### config.mk
export PLATFORM = sky130hd
export DESIGN_NAME = bitmap_block_allocator
export DESIGN_NICKNAME = d
export VERILOG_FILES = /design/src/hdl/bba_pkg.sv /design/src/hdl/bba_ram.sv /design/src/hdl/bba_alu.sv /design/src/hdl/bba_seq.sv /design/src/hdl/bitmap_block_allocator.sv
export SDC_FILE = /design/constraint.sdc
export NUM_CORES = 1
export LEC_CHECK = 0
export ABC_CLOCK_PERIOD_IN_PS = 13100
export BUFFER_PORTS_ARGS = -buffer_cell sky130_fd_sc_hd__buf_4
export CAP_MARGIN = 5
export CORE_MARGIN = 4
export CORE_UTILIZATION = 42
export DETAILED_ROUTE_END_ITERATION = 16
export GPL_TIMING_DRIVEN = 0
export PLACE_DENSITY = 0.62
export SLEW_MARGIN = 20
export SYNTH_ARGS = -nofsm -noshare
export SYNTH_HDL_FRONTEND = slang
export SYNTH_HIERARCHICAL = 1
export SYNTH_SLANG_ARGS = --single-unit
### constraint.sdc
create_clock -name clock -period 13.1 [get_ports clock]
set_clock_uncertainty 0.1 [all_clocks]
set_input_delay 0.655 -clock clock [delete_from_list [all_inputs] [get_ports clock]]
set_output_delay 0.655 -clock clock [all_outputs]
set_load 0.03 [all_outputs]
### src/hdl/bba_pkg.sv
`default_nettype none

package bba_pkg;

   localparam int MAX_BUCKETS_DEF = 256;
   localparam int ADDR_WIDTH_DEF  = 32;

   // fixed field widths
   localparam int FIELD_ADDR_W = 32;
   localparam int SIZE_W       = 16;
   localparam int CNT_FIELD_W  = 9;
   localparam int CSR_IDX_W    = 2;
   localparam int CSR_DATA_W   = 32;
   localparam int RSP_DATA_W   = 56;

   // largest bitmap row width in the occupancy RAM
   localparam int ROW_BITS_MAX = 32;

   localparam logic [CSR_IDX_W-1:0] REG_BASE  = 2'd0;
   localparam logic [CSR_IDX_W-1:0] REG_SIZE  = 2'd1;
   localparam logic [CSR_IDX_W-1:0] REG_COUNT = 2'd2;

   typedef enum logic [2:0] {
      STAT_OK       = 3'd0,
      STAT_FULL     = 3'd1,
      STAT_RANGE    = 3'd2,
      STAT_MISALIGN = 3'd3,
      STAT_NOT_USED = 3'd4
   } status_type;

   typedef enum logic {
      REQ_ALLOC = 1'b0,
      REQ_FREE  = 1'b1
   } req_kind_type;

   typedef enum logic [3:0] {
      ST_IDLE,
      ST_OFFSET,
      ST_MUL,
      ST_SPAN_CHK,
      ST_DIV,
      ST_ROW_RD,
      ST_ROW_CHK,
      ST_ADD,
      ST_DONE
   } state_type;

   typedef struct packed {
      status_type              status;
      logic [FIELD_ADDR_W-1:0] bucket_address;
      logic [CNT_FIELD_W-1:0]  used_count;
      logic [CNT_FIELD_W-1:0]  free_count;
   } result_type;

endpackage

`default_nettype wire

### src/hdl/bba_ram.sv
`default_nettype none

module bba_ram #(
   parameter int WIDTH = 32,
   parameter int DEPTH = 8,
   localparam int AW = (DEPTH > 1) ? $clog2(DEPTH) : 1
) (
   input  wire logic             clock,
   input  wire logic             we,
   input  wire logic [AW-1:0]    waddr,
   input  wire logic [WIDTH-1:0] wdata,
   input  wire logic [AW-1:0]    raddr,
   output logic      [WIDTH-1:0] rdata
);

   logic [WIDTH-1:0] mem_ff [DEPTH];
   logic [WIDTH-1:0] rdata_ff;

   always_ff @(posedge clock) begin
      if (we) begin
         mem_ff[waddr] <= wdata;
      end
      rdata_ff <= mem_ff[raddr];
   end

   assign rdata = rdata_ff;

endmodule

`default_nettype wire

### src/hdl/bba_alu.sv
`default_nettype none

// shared add / subtract unit; borrow is set when a < b on subtract
module bba_alu #(
   parameter int DW = 48
) (
   input  wire logic [DW-1:0] a,
   input  wire logic [DW-1:0] b,
   input  wire logic          sub,
   output logic      [DW-1:0] y,
   output logic               borrow
);

   logic [DW:0] sum;

   always_comb begin
      if (sub) begin
         sum = {1'b0, a} - {1'b0, b};
      end else begin
         sum = {1'b0, a} + {1'b0, b};
      end
   end

   assign y      = sum[DW-1:0];
   assign borrow = sum[DW];

endmodule

`default_nettype wire

### src/hdl/bba_seq.sv
`default_nettype none

module bba_seq import bba_pkg::*; #(
   parameter int MAX_BUCKETS = MAX_BUCKETS_DEF,
   parameter int ADDR_WIDTH  = ADDR_WIDTH_DEF,
   localparam int CW = $clog2(MAX_BUCKETS + 1)
) (
   input  wire logic                    clock,
   input  wire logic                    reset,
   input  wire logic                    clear,
   input  wire logic                    req_valid,
   output logic                         req_ready,
   input  wire req_kind_type            req_kind,
   input  wire logic [FIELD_ADDR_W-1:0] req_address,
   input  wire logic [FIELD_ADDR_W-1:0] base,
   input  wire logic [SIZE_W-1:0]       size,
   input  wire logic [CW-1:0]           count,
   output logic                         done,
   input  wire logic                    out_free,
   output result_type                   result
);

   localparam int RW   = (MAX_BUCKETS < ROW_BITS_MAX) ? 2 ** $clog2(MAX_BUCKETS) : ROW_BITS_MAX;
   localparam int BW   = $clog2(RW);
   localparam int ROWS = (MAX_BUCKETS + RW - 1) / RW;
   localparam int RAW  = (ROWS > 1) ? $clog2(ROWS) : 1;
   localparam int IXW  = $clog2(ROWS * RW);
   localparam int MW   = (CW > IXW) ? CW : IXW;
   localparam int DW   = (ADDR_WIDTH > SIZE_W + MW) ? ADDR_WIDTH : SIZE_W + MW;
   localparam int SCW  = $clog2(MW + 1);

   state_type              state_ff, state_in;
   req_kind_type           kind_ff, kind_in;
   logic [ADDR_WIDTH-1:0]  req_addr_ff, req_addr_in;
   logic [DW-1:0]          ofs_ff, ofs_in;      // offset, then division remainder
   logic [DW-1:0]          acc_ff, acc_in;      // product accumulator
   logic [DW-1:0]          ssh_ff, ssh_in;      // shifted bucket size
   logic [MW-1:0]          mul_ff, mul_in;      // multiplier bits, shifted out
   logic [SCW-1:0]         step_ff, step_in;
   logic [IXW-1:0]         idx_ff, idx_in;
   logic [RAW-1:0]         row_ff, row_in;
   logic [ROWS-1:0]        valid_ff, valid_in;
   logic [CW-1:0]          used_ff, used_in;
   status_type             status_ff, status_in;
   logic [FIELD_ADDR_W-1:0] baddr_ff, baddr_in;

   logic [DW-1:0] alu_a, alu_b, alu_y;
   logic          alu_sub, alu_borrow;

   logic          ram_we;
   logic [RW-1:0] ram_wdata, ram_rdata;

   logic [DW-1:0] base_ext;
   logic [RW-1:0] word, beyond, inv, onehot, set_word, clr_word;
   logic [BW-1:0] bitpos, fbit;
   logic          found, is_used, last_row, pool_full, div_last, mul_last;
   logic [DW-1:0] rem_next;
   logic [IXW-1:0] quo_next, alloc_idx;

   assign base_ext  = DW'(ADDR_WIDTH'(base));
   assign last_row  = (row_ff == RAW'(ROWS - 1));
   assign pool_full = (used_ff >= count);
   assign mul_last  = (step_ff == SCW'(MW - 1));
   assign div_last  = (step_ff == SCW'(IXW - 1));

   bba_alu #(.DW(DW)) u_alu (
      .a      (alu_a),
      .b      (alu_b),
      .sub    (alu_sub),
      .y      (alu_y),
      .borrow (alu_borrow)
   );

   bba_ram #(.WIDTH(RW), .DEPTH(ROWS)) u_map (
      .clock (clock),
      .we    (ram_we),
      .waddr (row_ff),
      .wdata (ram_wdata),
      .raddr (row_ff),
      .rdata (ram_rdata)
   );

   // row word; rows never written since the last clear read as all free
   always_comb begin
      word = valid_ff[row_ff] ? ram_rdata : '0;
      for (int b = 0; b < RW; b++) begin
         beyond[b] = (((MW'(row_ff) << BW) | MW'(b)) >= MW'(count));
      end
      inv    = ~(word | beyond);
      onehot = inv & (~inv + RW'(1));
      found  = |inv;
      bitpos = '0;
      for (int b = 0; b < RW; b++) begin
         if (onehot[b]) begin
            bitpos = bitpos | BW'(b);
         end
      end
      fbit      = idx_ff[BW-1:0];
      is_used   = word[fbit];
      set_word  = word | onehot;
      clr_word  = word & ~(RW'(1) << fbit);
      alloc_idx = (IXW'(row_ff) << BW) | IXW'(bitpos);
      rem_next  = alu_borrow ? ofs_ff : alu_y;
      quo_next  = (idx_ff << 1) | IXW'(!alu_borrow);
   end

   // next state
   always_comb begin
      state_in = state_ff;
      unique case (state_ff)
         ST_IDLE: begin
            if (req_valid) begin
               if (req_kind == REQ_FREE) begin
                  state_in = ST_OFFSET;
               end else if (pool_full) begin
                  state_in = ST_DONE;
               end else begin
                  state_in = ST_ROW_RD;
               end
            end
         end
         ST_OFFSET: state_in = ST_MUL;
         ST_MUL: begin
            if (mul_last) begin
               state_in = (kind_ff == REQ_FREE) ? ST_SPAN_CHK : ST_ADD;
            end
         end
         ST_SPAN_CHK: state_in = alu_borrow ? ST_DIV : ST_DONE;
         ST_DIV: begin
            if (div_last) begin
               state_in = (rem_next != '0) ? ST_DONE : ST_ROW_RD;
            end
         end
         ST_ROW_RD: state_in = ST_ROW_CHK;
         ST_ROW_CHK: begin
            if (kind_ff == REQ_FREE) begin
               state_in = ST_DONE;
            end else if (found) begin
               state_in = ST_MUL;
            end else begin
               state_in = last_row ? ST_DONE : ST_ROW_RD;
            end
         end
         ST_ADD: state_in = ST_DONE;
         ST_DONE: begin
            if (out_free) begin
               state_in = ST_IDLE;
            end
         end
         default: state_in = ST_IDLE;
      endcase
   end

   // datapath and outputs
   always_comb begin
      kind_in     = kind_ff;
      req_addr_in = req_addr_ff;
      ofs_in      = ofs_ff;
      acc_in      = acc_ff;
      ssh_in      = ssh_ff;
      mul_in      = mul_ff;
      step_in     = step_ff;
      idx_in      = idx_ff;
      row_in      = row_ff;
      valid_in    = valid_ff;
      used_in     = used_ff;
      status_in   = status_ff;
      baddr_in    = baddr_ff;
      alu_a       = ofs_ff;
      alu_b       = ssh_ff;
      alu_sub     = 1'b1;
      ram_we      = 1'b0;
      ram_wdata   = set_word;
      req_ready   = 1'b0;
      done        = 1'b0;

      unique case (state_ff)
         ST_IDLE: begin
            req_ready = 1'b1;
            if (req_valid) begin
               kind_in     = req_kind;
               req_addr_in = ADDR_WIDTH'(req_address);
               status_in   = STAT_OK;
               baddr_in    = '0;
               row_in      = '0;
               acc_in      = '0;
               ssh_in      = DW'(size);
               mul_in      = MW'(count);
               step_in     = '0;
               if (req_kind == REQ_ALLOC && pool_full) begin
                  status_in = STAT_FULL;
               end
            end
         end
         ST_OFFSET: begin
            alu_a  = DW'(req_addr_ff);
            alu_b  = base_ext;
            ofs_in = DW'(ADDR_WIDTH'(alu_y));
         end
         ST_MUL: begin
            // shift-add: one multiplier bit per cycle
            alu_a   = acc_ff;
            alu_b   = ssh_ff;
            alu_sub = 1'b0;
            if (mul_ff[0]) begin
               acc_in = alu_y;
            end
            ssh_in  = ssh_ff << 1;
            mul_in  = mul_ff >> 1;
            step_in = step_ff + SCW'(1);
         end
         ST_SPAN_CHK: begin
            alu_a   = ofs_ff;
            alu_b   = acc_ff;
            ssh_in  = DW'(size) << (IXW - 1);
            step_in = '0;
            idx_in  = '0;
            if (!alu_borrow) begin
               status_in = STAT_RANGE;
            end
         end
         ST_DIV: begin
            // restoring division, one quotient bit per cycle
            alu_a   = ofs_ff;
            alu_b   = ssh_ff;
            ofs_in  = rem_next;
            idx_in  = quo_next;
            ssh_in  = ssh_ff >> 1;
            step_in = step_ff + SCW'(1);
            if (div_last) begin
               if (rem_next != '0) begin
                  status_in = STAT_MISALIGN;
               end else begin
                  row_in = RAW'(quo_next >> BW);
               end
            end
         end
         ST_ROW_RD: begin
         end
         ST_ROW_CHK: begin
            if (kind_ff == REQ_FREE) begin
               if (is_used) begin
                  ram_we           = 1'b1;
                  ram_wdata        = clr_word;
                  valid_in[row_ff] = 1'b1;
                  if (used_ff != '0) begin
                     used_in = used_ff - CW'(1);
                  end
               end else begin
                  status_in = STAT_NOT_USED;
               end
            end else if (found) begin
               ram_we           = 1'b1;
               ram_wdata        = set_word;
               valid_in[row_ff] = 1'b1;
               idx_in           = alloc_idx;
               used_in          = used_ff + CW'(1);
               acc_in           = '0;
               ssh_in           = DW'(size);
               mul_in           = MW'(alloc_idx);
               step_in          = '0;
            end else if (last_row) begin
               status_in = STAT_FULL;
            end else begin
               row_in = row_ff + RAW'(1);
            end
         end
         ST_ADD: begin
            alu_a    = base_ext;
            alu_b    = acc_ff;
            alu_sub  = 1'b0;
            baddr_in = FIELD_ADDR_W'(ADDR_WIDTH'(alu_y));
         end
         ST_DONE: begin
            done = 1'b1;
         end
         default: begin
         end
      endcase
   end

   always_comb begin
      result.status         = status_ff;
      result.bucket_address = baddr_ff;
      result.used_count     = CNT_FIELD_W'(used_ff);
      result.free_count     = (count >= used_ff) ? CNT_FIELD_W'(count - used_ff) : '0;
   end

   always_ff @(posedge clock) begin
      if (reset) begin
         state_ff <= ST_IDLE;
      end else begin
         state_ff <= state_in;
      end
      if (reset || clear) begin
         valid_ff <= '0;
         used_ff  <= '0;
      end else begin
         valid_ff <= valid_in;
         used_ff  <= used_in;
      end
      kind_ff     <= kind_in;
      req_addr_ff <= req_addr_in;
      ofs_ff      <= ofs_in;
      acc_ff      <= acc_in;
      ssh_ff      <= ssh_in;
      mul_ff      <= mul_in;
      step_ff     <= step_in;
      idx_ff      <= idx_in;
      row_ff      <= row_in;
      status_ff   <= status_in;
      baddr_ff    <= baddr_in;
   end

endmodule

`default_nettype wire

### src/hdl/bitmap_block_allocator.sv
// Fixed-size block allocator over an occupancy bitmap. An allocate item takes
// the lowest free bucket below bucket_count, marks it used and returns
// base_address + index * bucket_size; a free item checks, in this order, that
// the address lies inside the pool (offset from the base below
// bucket_count * bucket_size, modulo 2^ADDR_WIDTH), sits on a bucket boundary
// and names a used bucket, then clears its mark. Every result carries the used
// and free counts after the item. The bitmap lives in a RAM of rows of up to 32
// bits with one valid flop per row, so reset and a bucket_count write empty the
// pool at once, with no clearing pass. One shared add/subtract unit does all
// address math under a small sequencer, and the block takes one item at a time.
// Steps at the defaults (256 buckets): an allocate reads and checks each bitmap
// row scanned (up to 8 rows), then runs 9 multiply steps, one add and a result
// state; a full pool goes straight to its result. A free runs one subtract,
// 9 shift-add steps for the pool span and one compare (an address out of range
// ends here), 8 restoring division steps for the index (a misaligned address
// ends here), one RAM read, one check and its result. In general the multiply
// takes clog2(MAX_BUCKETS+1) steps and the division clog2 of the bitmap size.
// A stalled result holds the sequencer in its result state. Zero bucket_size
// acts as 1; bucket_count above MAX_BUCKETS is clamped. Writing bucket_count
// restarts the pool; writing base or size keeps the bitmap. Configuration must
// be written only while idle; the block itself does not enforce this.
`default_nettype none

module bitmap_block_allocator import bba_pkg::*; #(
   parameter int MAX_BUCKETS = MAX_BUCKETS_DEF,
   parameter int ADDR_WIDTH  = ADDR_WIDTH_DEF
) (
   input  wire logic                    clock,
   input  wire logic                    reset,

   input  wire logic                    req_tvalid,
   output logic                         req_tready,
   input  wire logic [FIELD_ADDR_W-1:0] req_tdata,   // [31:0] free_address
   input  wire logic                    req_tuser,   // [0] req_type

   output logic                         rsp_tvalid,
   input  wire logic                    rsp_tready,
   // [2:0] status, [34:3] bucket_address, [43:35] used_count,
   // [52:44] free_count, [55:53] zero
   output logic      [RSP_DATA_W-1:0]   rsp_tdata,

   input  wire logic                    csr_we,
   input  wire logic [CSR_IDX_W-1:0]    csr_index,
   input  wire logic [CSR_DATA_W-1:0]   csr_wdata
);

   localparam int CW   = $clog2(MAX_BUCKETS + 1);
   localparam int CNTW = (CW > CNT_FIELD_W) ? CW : CNT_FIELD_W;

   // configuration registers
   logic [FIELD_ADDR_W-1:0] base_ff;
   logic [SIZE_W-1:0]       size_ff;
   logic [CNT_FIELD_W-1:0]  count_ff;
   logic                    pool_clear;

   // effective values seen by the sequencer
   logic [SIZE_W-1:0]       size_eff;
   logic [CNTW-1:0]         count_ext;
   logic [CW-1:0]           count_sat;

   // output register
   logic                    rsp_valid_ff, rsp_valid_in;
   logic [RSP_DATA_W-1:0]   rsp_data_ff, rsp_data_in;

   logic       seq_done;
   logic       out_free;
   result_type seq_result;

   always_ff @(posedge clock) begin
      if (reset) begin
         base_ff  <= '0;
         size_ff  <= SIZE_W'(1);
         count_ff <= CNT_FIELD_W'(256);
      end else if (csr_we) begin
         unique case (csr_index)
            REG_BASE:  base_ff  <= csr_wdata;
            REG_SIZE:  size_ff  <= csr_wdata[SIZE_W-1:0];
            REG_COUNT: count_ff <= csr_wdata[CNT_FIELD_W-1:0];
            default: begin
            end
         endcase
      end
   end

   // a bucket_count write restarts the pool
   assign pool_clear = csr_we && (csr_index == REG_COUNT);

   assign size_eff  = (size_ff == '0) ? SIZE_W'(1) : size_ff;
   assign count_ext = CNTW'(count_ff);
   assign count_sat = (count_ext > CNTW'(MAX_BUCKETS)) ? CW'(MAX_BUCKETS) : CW'(count_ext);

   bba_seq #(
      .MAX_BUCKETS (MAX_BUCKETS),
      .ADDR_WIDTH  (ADDR_WIDTH)
   ) u_seq (
      .clock       (clock),
      .reset       (reset),
      .clear       (pool_clear),
      .req_valid   (req_tvalid),
      .req_ready   (req_tready),
      .req_kind    (req_kind_type'(req_tuser)),
      .req_address (req_tdata),
      .base        (base_ff),
      .size        (size_eff),
      .count       (count_sat),
      .done        (seq_done),
      .out_free    (out_free),
      .result      (seq_result)
   );

   // the sequencer hands over a result only when the output slot is free
   assign out_free = !rsp_valid_ff || rsp_tready;

   always_comb begin
      rsp_valid_in = rsp_valid_ff;
      rsp_data_in  = rsp_data_ff;
      if (seq_done && out_free) begin
         rsp_valid_in = 1'b1;
         rsp_data_in  = {3'b000, seq_result.free_count, seq_result.used_count,
                         seq_result.bucket_address, seq_result.status};
      end else if (rsp_tready) begin
         rsp_valid_in = 1'b0;
      end
   end

   always_ff @(posedge clock) begin
      if (reset) begin
         rsp_valid_ff <= 1'b0;
      end else begin
         rsp_valid_ff <= rsp_valid_in;
      end
      rsp_data_ff <= rsp_data_in;
   end

   assign rsp_tvalid = rsp_valid_ff;
   assign rsp_tdata  = rsp_data_ff;

endmodule

`default_nettype wire

==> reports/results.ini <==
[route]
routed-wl-met3_um = 7970
wl_um = 95000
final_antenna_net_count = 0
drtPass1Iterations = 10
top_layer_used = met5
wl_met1_um = 41000
via_count = 22200
route.met2.wl_um = 42900
drcViolationCount = 0
avgViaCountPerCell = 6.05
wl_per_cell_um = 25.9
drtIter0Drc = 2685

[synthesis]
synth-warning-count = 6
ys_ff_latch = 607
synth-main-ff-cell = edfxtp_1
synth_top_family_by_area = compound AO/OA/AOI/OAI gates
synthAdderAreaFrac_pct = 2.57
synth-edff-count = 496
syn_inst = 2448
yosysUniqueCellTypes = 109
synthArstFlopShare_pct = 0
yosysTopAreaCell = edfxtp_1
yosysSeqAreaShare_pct = 56.9
synth_xor_area_share_pct = 2.10
synth-compound-area-share_pct = 13.0
avgSynthCellArea_um2 = 12.3
syn_area_um2 = 30100
synth_area_leaders = edfxtp_1 (50%), dfxtp_1 (7.4%), nand2_1 (3.9%)
synthSimpleGateAreaFrac_pct = 12.6
synth_mux_area_share_pct = 9.17
yosysTopAreaCellShare_pct = 49.5

[floorplanning]
die_h_um = 276
row_count = 97
initial_core_util_pct = 42.6
die_area_um2 = 75900
core_um2 = 70500
fp.dieW_um = 276
pin_count = 130

[clocking]
post_cts_buffers = 0
clk_pin_slew_ns = 0.06
clk_latency_ns = 0.62
ctsResizeCount = 0
cts-root-buf = clkbuf_16
htree_levels = 3
holdBufCountCts = 0
cts.sinks = 607
cts_tree = done
cts_max_path_buffers = 3
numCtsBuffers = 69

[setup_path]
setup.worst_path.start_class = flip-flop
cp.arrival_ns = 8.68
slowest_delay_ns = 0.65
r2r_end = u_seq/status_ff[0]
slowest_stage = or4b_2
end_kind = flip-flop
rrSetupSlack_ns = 4.68
path_max_fanout = 10
critPathKind = flip-flop to flip-flop
r2r_start = u_seq/state_ff[0]
required_ns = 13.35
reg2regPathDepth = 25

[power_and_ir_drop]
vdd_ir_drop_max_mv = 0.160
powerDensity_nw_per_um2 = 286
p_leak_nw = 12.2
total_power_mw = 9.97

[sta]
setup_ws_ns = 4.68
whs_ns = 0.111
rsz0062_at_grt = no
final-setup-viol-count = 0
setup_tns_ns = 0
min_period_ns = 8.42
worst_pin_slew_ns = 1.13
hold_violations = 0
maxSlewViolCount = 0
fmaxAchievable_mhz = 119
max-slew-margin-rel_pct = 24.0
min_period_over_period_pct = 64.3

[finish]
fillers = 6204
area_growth_pct = 16.0
layout_common_cells = edfxtp_1 (496), nand2_1 (314), a21oi_1 (155)
utilization_pct = 49.4
final_common_cell = edfxtp_1
num-nets-final = 2797
drive_gt1_share_pct = 17.3

[min_path]
whs_path_depth = 1
hold_end = u_seq/req_addr_ff[14]
hold_start = req_tdata[14]
holdCritPathClass = primary input to flip-flop

[run]
cap_violations = 0

[grt]
grt_pass1_wl_um = 139000
grt_overflow = 0
track_usage_pct = 24.4
antenna_found_initial = 4
grt_start_max_net_pins = 54
grt_pass1_vias = 21400

[placement]
gp_congestion = 0.995
pre_cts_ws_ns = 4.88
port_buffers = 126
hpwlAfterDp_um = 72000

[run_status]
status = finished clean

-- area by class of cell --
type | count | area, um^2 | share of cell area, %
diodes | 2 | 5.00 | 0.0144
plain buffers | 164 | 833 | 2.39
clock buffers | 82 | 1810 | 5.18
clock inverters | 46 | 465 | 1.34
inverters | 65 | 244 | 0.700
multi-input cells | 1614 | 12000 | 34.3
flip-flops and latches | 607 | 17100 | 49.1
well taps | 940 | 1180 | 3.37
repair buffers | 144 | 1260 | 3.61
-- registers in the layout, summed over array words and instances, names as in the netlist, 4 cells and up --
| name | flops |
|---|---|
| u_seq/valid_ff | 8 |
| rsp_tdata | 53 |
| u_seq/used_ff | 9 |
| base_ff | 32 |
| u_seq/mul_ff | 9 |
| u_seq/u_map/rdata | 32 |
| u_seq/ssh_ff | 32 |
| size_ff | 16 |
| u_seq/u_map/mem_ff | 256 |
| u_seq/idx_ff | 7 |
| u_seq/state_ff | 4 |
| count_ext | 9 |
| u_seq/req_addr_ff | 32 |
| u_seq/baddr_ff | 32 |
| u_seq/acc_ff | 32 |
| u_seq/step_ff | 4 |
| u_seq/ofs_ff | 32 |
-- power by group --
part / internal [mW] / leakage, nW / switching (mW) / total, mW
sequential: 2.67 / 5.30 / 0.280 / 2.95
combinational: 1.88 / 5.81 / 3.21 / 5.09
clock: 1.12 / 1.10 / 0.806 / 1.93
-- layer usage --
metal	GRT usage, %	up-vias
met2	37.8	1121
met5	0	-
met4	8.25	2
met1	35.0	11000
met3	4.29	178
li1	-	9863
-- cell families after synthesis --
kind of cell    after synthesis
simple gates                782
flops                       607
xor+xnor                     72
buf+inv                     229
other cells                   1
compound gates              539
fa+ha+maj                    60
mux                         158
-- worst max-delay path by stage --
stage,from,depth (start not counted),slack [ns],to
after floorplan,u_seq/state_ff[0],27,7.16,u_seq/status_ff[0]
after global placement,count_ext[8],14,4.05,u_seq/u_map/mem_ff[4][7]
after detailed placement,u_seq/state_ff[0],25,4.88,u_seq/row_ff[2]
after CTS,u_seq/state_ff[0],25,4.86,u_seq/row_ff[2]
after global routing,u_seq/state_ff[0],27,4.44,u_seq/state_ff[2]
final,u_seq/state_ff[0],25,4.68,u_seq/status_ff[0]
-- cells in the mapped netlist (all sizes together), types with 9 or more instances --
library cell    n
xnor2          55
and3           48
nand3          27
a21o           30
o31ai          16
a211oi         21
nand2b         18
mux4           75
edfxtp        496
a221o          15
nand2         315
a21oi         159
a31oi          19
a222oi         38
buf            61
mux2           69
nor4           31
clkbuf        102
inv            65
a221oi          9
o21ai          52
a22oi          56
nor3b          12
nand3b          9
nor2b          28
nor2          147
o21a           13
ha             57
nand4          20
mux2i          14
and2           46
a22o           22
xor2           17
nor3           42
dfxtp         111
or3             9
-- through the flow --
step,std cells,area [um^2]
2_1_floorplan,2450,30100
3_3_place_gp,3516,32200
3_5_place_dp,3534,32600
4_1_cts,3662,34800
5_1_grt,3662,34900
6_report,3664,34900
-- critical path: cells and delay by family, from the launching register on --
family | cells | cell delay (ns)
AO/OA/AOI/OAI | 8 | 1.87
adder cells (fa/ha/maj) | 1 | 0.31
XOR/XNOR | 2 | 0.43
AND/OR/NAND/NOR | 8 | 2.91
buffers and inverters | 6 | 2.24
flip-flops | 1 | 0.29
(Power assumes the default switching activity.)
